===== src/rtl/fhlp_ram.sv =====
`timescale 1ns / 1ps
// ----------------------------------------------------------------------------
// fhlp_ram
// Generic single-write, single-read RAM with a registered read port.
// ----------------------------------------------------------------------------
module fhlp_ram #(
    parameter int WIDTH = 8,
    parameter int DEPTH = 16
) (
    input  logic                     clk,
    input  logic                     we,
    input  logic [$clog2(DEPTH)-1:0] waddr,
    input  logic [WIDTH-1:0]         wdata,
    input  logic [$clog2(DEPTH)-1:0] raddr,
    output logic [WIDTH-1:0]         rdata
);

    logic [WIDTH-1:0] mem [DEPTH];

    always_ff @(posedge clk)
    begin
        if (we)
        begin
            mem[waddr] <= wdata;
        end
        rdata <= mem[raddr];
    end

endmodule


===== config.mk =====
export PLATFORM = sky130hd
export DESIGN_NAME = fhlp_ram
export DESIGN_NICKNAME = d
export VERILOG_FILES = /design/src/rtl/fhlp_ram.sv
export SDC_FILE = /design/constraint.sdc
export NUM_CORES = 1
export LEC_CHECK = 0
export ABC_CLOCK_PERIOD_IN_PS = 2900
export BUFFER_PORTS_ARGS = -buffer_cell sky130_fd_sc_hd__buf_2
export CORE_UTILIZATION = 65
export DETAILED_ROUTE_END_ITERATION = 12
export GPL_TIMING_DRIVEN = 1
export PLACE_DENSITY_LB_ADDON = 0.05
export SLEW_MARGIN = 20
export SYNTH_ARGS = -nofsm -noshare
export SYNTH_HDL_FRONTEND = slang
export SYNTH_SLANG_ARGS = --single-unit
export TNS_END_PERCENT = 1

===== constraint.sdc =====
create_clock -name clk -period 2.9 [get_ports clk]
set_input_delay 0.58 -clock clk [delete_from_list [all_inputs] [get_ports clk]]
set_output_delay 0.58 -clock clk [all_outputs]
set_load 0.005 [all_outputs]

# --- Word-level counts from Yosys, hierarchy flattened ---
# Memory sizes are Yosys's and may differ from the RTL's. A register that Yosys moved wholly into a read port is not among the register bits.
# Index checks and enable logic that the tools add are counted.
totals:
  register_bits: 0
  ramBits: 128
  input_bits: 18
  output_inout_bits: 8
  word_cells: 3
  n_memories: 1
op_classes:
  mux: 2
memory_table:
  columns: ["memory", "depth", "word_bits", "rd", "rd_clocked_by_memory_dff", "write_ports", "line", "rtl"]
  rows:
  - ["mem", 16, 8, 1, 1, 1, "18", "logic [WIDTH-1:0] mem [DEPTH];"]
ops:
  columns: ["cell", "count"]
  rows:
  - ["two-way mux 1 bit", 2]

# --- Longest topological paths before layout ---
logic_depth:
  word_depth: 2
  ltp_mapped: 5
  mapped_depth_nobuf: 3

# --- Worst setup path after synthesis ---
# Ideal clock, no wire load.
synth_path:
  path_type: "input -> register"
  start: "input waddr[2]"
  end: "memory mem[0][0], enable pin"
  setup_ns: 0.383
  t_arrival_ns: 1.690
  t_required_ns: 2.517
  path_slack_ns: 0.827
  stages: 2
  path_buffers: 0
  cell_sequence: "or3b_2 > nor3_1"
synth_lines:
  columns: ["item", "line", "rtl"]
  rows:
  - ["start: declaration", "12", "input logic [$clog2(DEPTH)-1:0] waddr,"]
  - ["end: declaration", "18", null]
# Straight into the memory's write port.

==> out/qor.yml <==
outcome: "complete, no violations"
antenna_left: 0
synth-compound-area-share_pct: 2.33
fin_worst_skew_ns: 0.00662
cts_resized: 0
cts-root-buf: "clkbuf_8"
gp_congestion: 0.730
layout_common_cells: "128 x edfxtp_1, 25 x buf_2, 18 x mux4_2"
cts_buffers: 17
hold_buffers: 0
fin_cells: 386
io_pins: 26
postSynthCellCount: 229
wl_met2_um: 4830
dieArea_sq_um: 8280
fmax_mhz: 540
worst_setup_path_start_kind: "input pin"
endpoint: "rdata[1]$_DFF_P_"
numPortBuffers: 25
synth_xor_area_share_pct: 0
critical_path.startpoint: "raddr[0]"
layout-drive-gt1-share_pct: 28.2
vdd_drop_max_v: 0.000532
highest_layer: "met4"
grt_overflow: 0
ys.warnings.count: 0
clock-sinks: 136
r2r_cells: 3
wl_met3_um: 1070
yosysSeqAreaShare_pct: 77.8
reg2reg_from: "mem[2][1]$_DFFE_PP_"
first_pass_iters: 4
cellLeakagePower_uw: 0.00203
die_x_um: 91.0
critPathKind: "input pin to register"
timing.slew.headroom_pct: 43.3
synth_nets: 247
wl_per_cell_um: 25.9
drv_cap: 0
htreeDepth: 4
final_nets: 289
grt_usage_pct: 26.6
dp_hpwl_um: 6030
hold_class: "input pin to register"
dp_cells: 354
tightest_slew_ns: 0.847
wl_met1_um: 4010
antennaDiodeCount: 0
clock_path_buffers: 2
yosys.area_share.adder_pct: 0
fin_setup_tns_ns: 0
r2r_end: "rdata[1]$_DFF_P_"
clkTransAtPathRegs_ns: 0.06
yosys.area_share.simple_pct: 3.18
hold_viol: 0
drv_slew: 0
period_needed_ns: 1.85
synth_area_leaders: "edfxtp_1 75%, mux4_2 7.9%, mux4_1 7.1%"
cp_max_fo: 15
vias: 2415
end_kind: "register"
antenna_found_initial: 0
worst_ep_arrival_time_ns: 2.25
setup_violations: 0
layout.cells.most_common: "edfxtp_1"
ys_ff_latch: 136
row_count: 32
viasPerCell: 6.26
synth_mux_area_share_pct: 15.0
yosys.area.top_type: "edfxtp_1"
ys_types: 19
floorplan.initialDensity_pct: 67.0
die_h_um: 91.0
grt_pass1_vias: 2386
syn_avg_cell_area_sq_um: 22.5
cts_setup_buffers: 0
r2r_setup_slack_ns: 1.46
core_area_sq_um: 7690
fin_crit_sh_pct: 63.9
syn_area_sq_um: 5150
drc: 0
synth_top_area_share_pct: 74.7
first_iter_violations: 252
grt_pass1_wl_um: 14600
grt_max_degree: 33
tritoncts: "built"
area_delta_synth_final_pct: 16.3
powerDensity_nw_per_um2: 764
clk_latency_ns: 0.51
synth_top_family_by_area: "multiplexers"
required_ns: 3.29
totalWireLength_um: 10000
rsz0062_at_grt: "no"
[stage by stage]
step                worst slack (ns)  hold slack, ns  instance area (sq um)  total power (uW)  utilization, %
global route                   0.965           0.449                   5980              4680            77.8
finish                          1.05           0.463                   5980              4570            77.8
CTS                             1.02           0.446                   5980              4590            77.8
global placement               0.478           0.643                   5390              2450            70.1
detailed placement             0.490           0.649                   5390              2460            70.1
floorplan                      0.827           0.629                   5150              2360               -
[synth_stat cells (all sizes together)]
cell type / n
a22oi: 16
and2: 1
and2b: 1
buf: 7
clkdlybuf4s25: 3
dfxtp: 8
edfxtp: 128
mux4: 32
nand2: 9
nand2b: 2
nand3: 1
nand3b: 2
nor2: 13
nor2b: 1
nor3: 4
or3b: 1
[flip-flops by register name, summed over array words and instances, names as in the netlist]
name,cells
mem,128
rdata,8
[worst max-delay path: stages]
cell	delay [ns]
buf_2	0.38
buf_12	0.23
mux4_1	0.60
a22oi_1	0.34
nand2_1	0.10
[cell families (layout without fill, tap and decap cells)]
logic type	after synthesis	after routing
flops	136	136
simple gates	35	35
mux	32	32
compound gates	16	16
buf+inv	10	65
[final cells by class]
cell class	count	area [sq um]
timing repair buffer	33	198
multi-input combinational	83	1060
tap	102	128
clock buffer	17	414
clock inverter	15	184
fill	421	1700
sequential	136	4000
[report_power, final]
part | switching (uW) | total [uW] | leakage [uW] | internal, uW
sequential | 17.8 | 2220 | 0.00122 | 2200
clock | 771 | 2150 | 0.000291 | 1380
combinational | 118 | 201 | 0.000517 | 83.3
[layer usage]
| metal | global-route usage, % | vias up |
|---|---|---|
| met5 | 0 | - |
| met4 | 9.52 | 0 |
| met3 | 6.11 | 11 |
| met2 | 38.4 | 130 |
| met1 | 41.1 | 1217 |
| li1 | - | 1057 |
[worst min path at each step]
stage / start / endpoint / slack [ns] / cells past startpoint
floorplan: mem[7][0]$_DFFE_PP_ / rdata[0]$_DFF_P_ / 0.63 / 3
global placement: mem[14][6]$_DFFE_PP_ / rdata[6]$_DFF_P_ / 0.64 / 3
detailed placement: mem[14][0]$_DFFE_PP_ / rdata[0]$_DFF_P_ / 0.65 / 3
CTS: wdata[3] / mem[3][3]$_DFFE_PP_ / 0.45 / 1
global route: wdata[3] / mem[3][3]$_DFFE_PP_ / 0.45 / 1
finish: wdata[3] / mem[3][3]$_DFFE_PP_ / 0.46 / 1
(Power assumes the default switching activity.)
