`src/rtl/fhlp_pkg.sv`:
```
`timescale 1ns / 1ps
// ----------------------------------------------------------------------------
// fhlp_pkg
// Shared constants, types and the home-slot hash of the probe table.
// ----------------------------------------------------------------------------
package fhlp_pkg;

    localparam int TABLE_DEPTH = 256;
    localparam int IDX_W       = $clog2(TABLE_DEPTH);
    localparam int KEY_W       = 64;
    localparam int VAL_W       = 64;
    localparam int ENTRY_W     = KEY_W + VAL_W;

    localparam logic [63:0] HASH_MULT = 64'h9E3779B97F4A7C15;

    typedef logic [IDX_W-1:0] idx_t;

    localparam idx_t HALF_DEPTH = idx_t'(TABLE_DEPTH / 2);
    localparam idx_t LAST_STEP  = idx_t'(TABLE_DEPTH - 1);

    // Result handed from the probe engine to the output register.
    typedef struct packed {
        logic             hit;
        logic             full;
        logic [VAL_W-1:0] value;
        idx_t             slot;
    } result_t;

    // Only the low bits of the product reach the slot index, so only the
    // low bits of key and multiplier take part.
    function automatic idx_t hash_home(input logic [KEY_W-1:0] key);
        logic [2*IDX_W-1:0] prod;
        begin
            prod = key[IDX_W-1:0] * HASH_MULT[IDX_W-1:0];
            return prod[IDX_W-1:0];
        end
    endfunction

endpackage

```
`src/rtl/fhlp_engine.sv`:
```
`timescale 1ns / 1ps
// ----------------------------------------------------------------------------
// fhlp_engine
// Probe sequencer: walks the slots, keeps valid bits and the entry count,
// and writes new entries on a miss.
// ----------------------------------------------------------------------------
module fhlp_engine (
    input  logic                     clk,
    input  logic                     rst_n,
    input  logic                     req_valid,
    output logic                     req_ready,
    input  logic [fhlp_pkg::KEY_W-1:0] req_key,
    input  logic [fhlp_pkg::VAL_W-1:0] req_value,
    input  logic                     res_free,
    output logic                     res_valid,
    output fhlp_pkg::result_t        res,
    output fhlp_pkg::idx_t           ram_raddr,
    input  logic [fhlp_pkg::ENTRY_W-1:0] ram_rdata,
    output logic                     ram_we,
    output fhlp_pkg::idx_t           ram_waddr,
    output logic [fhlp_pkg::ENTRY_W-1:0] ram_wdata
);
    import fhlp_pkg::*;

    localparam logic [1:0] S_IDLE  = 2'd0;
    localparam logic [1:0] S_READ  = 2'd1;
    localparam logic [1:0] S_CHECK = 2'd2;

    logic [1:0]             state_reg, state_next;
    idx_t                   idx_reg, idx_next;
    idx_t                   step_reg, step_next;
    idx_t                   count_reg, count_next;
    logic [TABLE_DEPTH-1:0] valid_reg, valid_next;
    logic [KEY_W-1:0]       key_reg;
    logic [VAL_W-1:0]       val_reg;

    logic [KEY_W-1:0] slot_key;
    logic [VAL_W-1:0] slot_val;
    logic             slot_valid;
    logic             key_match;

    assign slot_key   = ram_rdata[KEY_W-1:0];
    assign slot_val   = ram_rdata[ENTRY_W-1:KEY_W];
    assign slot_valid = valid_reg[idx_reg];
    assign key_match  = slot_key == key_reg;

    assign req_ready = state_reg == S_IDLE;
    assign ram_raddr = idx_reg;
    assign ram_waddr = idx_reg;
    assign ram_wdata = {val_reg, key_reg};

    always_comb
    begin
        state_next = state_reg;
        idx_next   = idx_reg;
        step_next  = step_reg;
        count_next = count_reg;
        valid_next = valid_reg;
        res_valid  = 1'b0;
        res        = '0;
        ram_we     = 1'b0;
        case (state_reg)
            S_IDLE:
            begin
                if (req_valid)
                begin
                    idx_next   = hash_home(req_key);
                    step_next  = '0;
                    state_next = S_READ;
                end
            end
            S_READ:
            begin
                state_next = S_CHECK;
            end
            S_CHECK:
            begin
                if (slot_valid && !key_match && step_reg != LAST_STEP)
                begin
                    idx_next   = idx_reg + idx_t'(1);
                    step_next  = step_reg + idx_t'(1);
                    state_next = S_READ;
                end
                else if (res_free)
                begin
                    res_valid  = 1'b1;
                    res.slot   = idx_reg;
                    state_next = S_IDLE;
                    if (slot_valid && key_match)
                    begin
                        res.hit   = 1'b1;
                        res.value = slot_val;
                    end
                    else if (slot_valid)
                    begin
                        // probe wrapped all the way round: reported at home slot
                        res.full = 1'b1;
                        res.slot = idx_reg + idx_t'(1);
                    end
                    else if (count_reg >= HALF_DEPTH)
                    begin
                        res.full = 1'b1;
                    end
                    else
                    begin
                        res.value           = val_reg;
                        ram_we              = 1'b1;
                        valid_next[idx_reg] = 1'b1;
                        count_next          = count_reg + idx_t'(1);
                    end
                end
            end
            default:
            begin
                state_next = S_IDLE;
            end
        endcase
    end

    always_ff @(posedge clk or negedge rst_n)
    begin
        if (!rst_n)
        begin
            state_reg <= S_IDLE;
            count_reg <= '0;
            valid_reg <= '0;
        end
        else
        begin
            state_reg <= state_next;
            count_reg <= count_next;
            valid_reg <= valid_next;
        end
    end

    always_ff @(posedge clk)
    begin
        idx_reg  <= idx_next;
        step_reg <= step_next;
        if (req_valid && req_ready)
        begin
            key_reg <= req_key;
            val_reg <= req_value;
        end
    end

endmodule

```
`config.mk`:
```
export PLATFORM = sky130hd
export DESIGN_NAME = fhlp_engine
export DESIGN_NICKNAME = d
export VERILOG_FILES = /design/src/rtl/fhlp_pkg.sv /design/src/rtl/fhlp_engine.sv
export SDC_FILE = /design/constraint.sdc
export NUM_CORES = 1
export LEC_CHECK = 0
export ABC_AREA = 1
export BUFFER_PORTS_ARGS = -buffer_cell sky130_fd_sc_hd__buf_2
export CORE_ASPECT_RATIO = 1.75
export CORE_MARGIN = 5
export CORE_UTILIZATION = 35
export DETAILED_ROUTE_END_ITERATION = 8
export PLACE_DENSITY = 0.58
export RECOVER_POWER = 100
export SYNTH_ARGS = -nofsm -noshare
export SYNTH_HDL_FRONTEND = slang
export SYNTH_SLANG_ARGS = --single-unit
```
`constraint.sdc`:
```
create_clock -name clk -period 6.3 [get_ports clk]
set_input_delay 0.63 -clock clk [delete_from_list [all_inputs] [get_ports clk]]
set_output_delay 0.63 -clock clk [all_outputs]
set_load 0.05 [all_outputs]
```
After elaboration in Yosys (flattened, before gate mapping)
Index checks and enable logic that the tools add are counted.

Bits in registers: 410. Input port bits: 260. Word-level logic and storage cells: 72. Output and inout port bits: 221.

Order comparisons: 3. Mux-type cells: 35. Equal/unequal tests: 7. $add $sub $neg: 3. $mul: 1. Reduce and logical (&&, ||, !) cells: 11. Bitwise logic cells: 5.

Operators with widths (number): $or 256x256->256 (1); $mux 74 (3); $mux 64 (3); $eq 64x64->1 (1); $mux 8 (6); $pmux 8 s2 (2); $add 8x1->8 const B (3); $mux 1 (15); $lt 8x9->1 const B (1); $bmux 1 s8 (1); $demux 1 s8 (1); $ge 8x1->1 const B (1); $ge 8x8->1 const B (1); $mul 8x5->8 const B (1); $ne 8x8->1 const B (1); $mux 2 (3); $pmux 2 s3 (1); $reduce_and 6->1 (1); $logic_and 1x1->1 (5); $ne 2x2->1 const B (2); $not 1->1 (4); $ne 3x3->1 const B (1); $reduce_and 3->1 (1); $eq 2x1->1 const B (1); other kinds (5) (5).

Logic depth before layout (Yosys ltp)
Word-level depth: 7. Depth in mapped cells: 20. Depth with buffers taken out: 16.

Worst setup path before layout
OpenSTA, ideal clock, no wires.

Path kind: reg-to-reg. Start: register state_reg[0]. End: register key_reg[0] (enable). Setup time: 617 ps. Path buffers: 0. Clock period less this slack: 7202 ps. Arrival time: 6585 ps. Data required time: 5683 ps. Cell stages (with the launch flop): 4. Slack: -902 ps. Path through: dfrtp_1 nor2_1 inv_1 nor2_1.

Cells in the longest elaborated chain, start to end: 2.

RTL lines: from (decl) (RTL line fhlp_engine.sv:29) `logic [1:0] state_reg, state_next;`; from (signal assigned) (RTL line fhlp_engine.sv:130) `state_reg <= state_next;`; $logic_not 2->1 (RTL line fhlp_engine.sv:47) `assign req_ready = state_reg == S_IDLE;`; via req_ready (RTL line fhlp_engine.sv:11) `output logic req_ready,`; $logic_and 1x1->1 (RTL line fhlp_engine.sv:140) `if (req_valid && req_ready)`; to (signal assigned) (RTL line fhlp_engine.sv:142) `key_reg <= req_key;`; to (decl) (RTL line fhlp_engine.sv:34) `logic [KEY_W-1:0] key_reg;`.

The timed path passes the listed nets, and every way through them passes these cells. A chain may end at the register's enable or synchronous reset.

==> impl_metrics.tcl <==
set metrics [dict create \
    yosysSeqAreaShare_pct 53.1 \
    p_leak_nw 11.0 \
    netlist_area_sq_um 20700 \
    hold_class "in -> reg" \
    clockBufferDepth 3 \
    rsz0062_at_grt "no" \
    required_ns 5.67 \
    status "complete, but fails checks" \
    synth.distinct_cells 34 \
    setup_viol 0 \
    dieArea_sq_um 64300 \
    dp_hpwl_mm 63.9 \
    wl_per_cell_um 23.9 \
    drive_above_1_share_pct 16.3 \
    max_stage_delay_ns 0.85 \
    routed_wl_mm 88.0 \
    peakVddDrop_uv 281 \
    num_rows 118 \
    yosys_warnings 0 \
    gp_congestion 0.991 \
    relSlewSlack_pct -120 \
    die_h_um 332 \
    ctsResizeCount 0 \
    fin_crit_sh_pct 92.0 \
    hold_viol 0 \
    syn2layout_area_growth_pct 19.1 \
    globalRouteTotalUtil_pct 26.4 \
    clock_latency_ns 0.57 \
    cts-root-buf "clkbuf_16" \
    coreArea_sq_um 58900 \
    grt_max_degree 174 \
    nNetsFinal 3135 \
    grt_pass1_wl_mm 128 \
    slew_violations 625 \
    vias 19304 \
    start_util_pct 35.1 \
    ys_seq_elements 410 \
    cts_setup_buffers 0 \
    fmax_ghz 0.172 \
    layout_min_cycle_time_ns 5.80 \
    cts_tree "built" \
    fillers 6041 \
    avgSynthCellArea_sq_um 8.43 \
    worstMarginPinSlew_ns 3.30 \
    drtIter0Drc 2094 \
    cp.arrival_ns 5.17 \
    antenna_found_initial 27 \
    cts-buffers-inserted 42 \
    dr.pass1.iters 6 \
    failed_checks "capacitance limit, slew limit" \
    via_per_inst 5.25 \
    syn_inst 2455 \
    ioPinCount 481 \
    largest_register_ffs 256 \
    die_x_um 194 \
    crit_family "simple AND/OR/NAND/NOR gates" \
    cp_max_fo 68 \
    timing.setup.tns_ns 0 \
    path_cells "buf_4, o21ai_0, o21ai_0, nand2_1, nand2_1, o21ai_0, nand2_1, nor2_1, nor2_1, nor2_1, nand2_2, nand3_1, nand2_2, buf_12, nor2_1, clkbuf_1" \
    power_density_nw_per_um2 458 \
    numClockSinks 410 \
    cp-end-kind "output port" \
    portBuffers 480 \
    clk_pin_slew_ns 0.07 \
    drc 0 \
    startpoint_type "register" \
    critPathSlowestCell "buf_4" \
    htreeDepth 2 \
    ant_nets 0 \
    cp_common_cell "nor2_1" \
    syn-num-nets 2734 \
    skew_ns 0.0262 \
    grt_remaining_overflow 0 \
    power_w 0.0113 \
    grt_pass1_vias 19470 \
    critPathKind "reg -> out" \
    max_cap_violations 8 \
    cp.buffers_inverters 3 \
    holdBufCountCts 0 \
]
[path summary, 6_finish.rpt]
path | from | to | slack, ns | depth (start not counted)
setup / recovery | ram_raddr[1]$_DFFE_PP_ | res[72] | 0.50 | 16
min in group asynchronous | rst_n | valid_reg[7]$_DFFE_PN0P_ | 1.09 | 1
setup reg to reg | ram_raddr[1]$_DFFE_PP_ | valid_reg[225]$_DFFE_PN0P_ | 0.87 | 15
hold reg to reg | valid_reg[130]$_DFFE_PN0P_ | valid_reg[130]$_DFFE_PN0P_ | 0.46 | 2
max in group asynchronous | rst_n | valid_reg[107]$_DFFE_PN0P_ | 1.65 | 2
hold / removal | req_key[54] | key_reg[54]$_DFFE_PP_ | 0.23 | 1
[worst reg2reg max path: cells and delay by family (launching register included)]
| kind | cells | cell delay (ns) |
|---|---|---|
| and+or+nand+nor | 9 | 1.71 |
| DFF | 1 | 0.37 |
| AOI/OAI and AO/OA | 4 | 1.12 |
| buffers and inverters | 2 | 2.01 |
[cell type report]
class | count | area, sq um | share of cell area, %
inverters | 294 | 1110 | 4.49
diodes | 10 | 25.0 | 0.102
multi-input cells | 1603 | 7730 | 31.3
flip-flops and latches | 410 | 11000 | 44.5
clock inverters | 18 | 223 | 0.904
repair buffers | 505 | 2410 | 9.78
clock buffers | 57 | 1200 | 4.87
well taps | 780 | 976 | 3.96
[cell usage after synthesis]
| library cell | n | area share (%) |
|---|---|---|
| nand4_1 | 11 | 0.33 |
| nor2_1 | 91 | 1.7 |
| edfxtp_1 | 144 | 21 |
| nor4_1 | 6 | 0.18 |
| fa_1 | 2 | 0.19 |
| nand2_1 | 791 | 14 |
| o22ai_1 | 4 | 0.12 |
| clkinv_1 | 1 | 0.018 |
| xor2_1 | 12 | 0.51 |
| buf_1 | 1 | 0.018 |
| xnor2_1 | 44 | 1.9 |
| a31o_2 | 1 | 0.042 |
| or2_2 | 15 | 0.45 |
| nor2_4 | 1 | 0.054 |
| nor3_1 | 6 | 0.15 |
| nand2_2 | 3 | 0.091 |
| o21ai_0 | 43 | 1.0 |
| clkbuf_1 | 66 | 1.2 |
| ha_1 | 17 | 1.0 |
| a21oi_1 | 21 | 0.51 |
| dfrtp_1 | 266 | 32 |
| nor2_2 | 4 | 0.12 |
| o21ai_1 | 227 | 5.5 |
| buf_4 | 13 | 0.47 |
| buf_6 | 35 | 1.9 |
| o211ai_1 | 17 | 0.62 |
| o21bai_1 | 36 | 1.3 |
| nand3_1 | 193 | 4.7 |
| nand3_2 | 1 | 0.048 |
| a21oi_2 | 55 | 2.3 |
| nand3b_1 | 2 | 0.073 |
| buf_2 | 33 | 0.80 |
| inv_2 | 1 | 0.018 |
| inv_1 | 292 | 5.3 |
[through the flow]
step	hold WS (ns)	cells	setup slack, ns	utilization [%]	instance area [sq um]
floorplan	0.334	2455	1.25	-	20700
global placement	0.440	3592	1.34	40.0	23500
detailed placement	0.448	3592	1.33	40.0	23500
CTS	0.203	3667	0.685	42.4	25000
global route	0.207	3669	0.225	41.8	24600
finish	0.232	3677	0.503	41.8	24600
[power by group]
part | internal, W | switching, W | total [W]
sequential | 0.00315 | 0.000330 | 0.00348
clock | 0.00154 | 0.00113 | 0.00267
combinational | 0.00100 | 0.00413 | 0.00514
[cells by family after synthesis]
kind of cell	after synthesis	synth area share, %
DFF	410	53.1
adders and majority gates	19	1.22
xor gates and xnor gates	56	2.37
AOI/OAI and AO/OA	404	11.5
buffers and inverters	442	9.72
and+or+nand+nor	1124	22.2
[routing by layer]
| metal | track usage, % | vias to the layer above | share of wire, % |
|---|---|---|---|
| met3 | 8.45 | 243 | 12 |
| met4 | 10.3 | 10 | 4.9 |
| met5 | 0 | - | 0.070 |
| met2 | 42.3 | 1105 | 46 |
| li1 | - | 8616 | - |
| met1 | 33.3 | 9330 | 38 |
[cell usage in the layout (no fill, tap or decap), types with 17 or more instances in the layout]
| master | synthesis | routed |
|---|---|---|
| buf_2 | 33 | 282 |
| clkbuf_16 | 0 | 45 |
| nand2_1 | 791 | 791 |
| inv_1 | 292 | 290 |
| nor2_2 | 4 | 19 |
| o211ai_1 | 17 | 17 |
| buf_4 | 13 | 17 |
| nand3_1 | 193 | 194 |
| nor2_1 | 91 | 76 |
| a21oi_1 | 21 | 26 |
| o21ai_0 | 43 | 259 |
| a21oi_2 | 55 | 50 |
| dfrtp_1 | 266 | 266 |
| clkbuf_1 | 66 | 198 |
| edfxtp_1 | 144 | 144 |
| o21bai_1 | 36 | 36 |
| xnor2_1 | 44 | 44 |
| ha_1 | 17 | 17 |
Power figures use the tool's default switching activity.
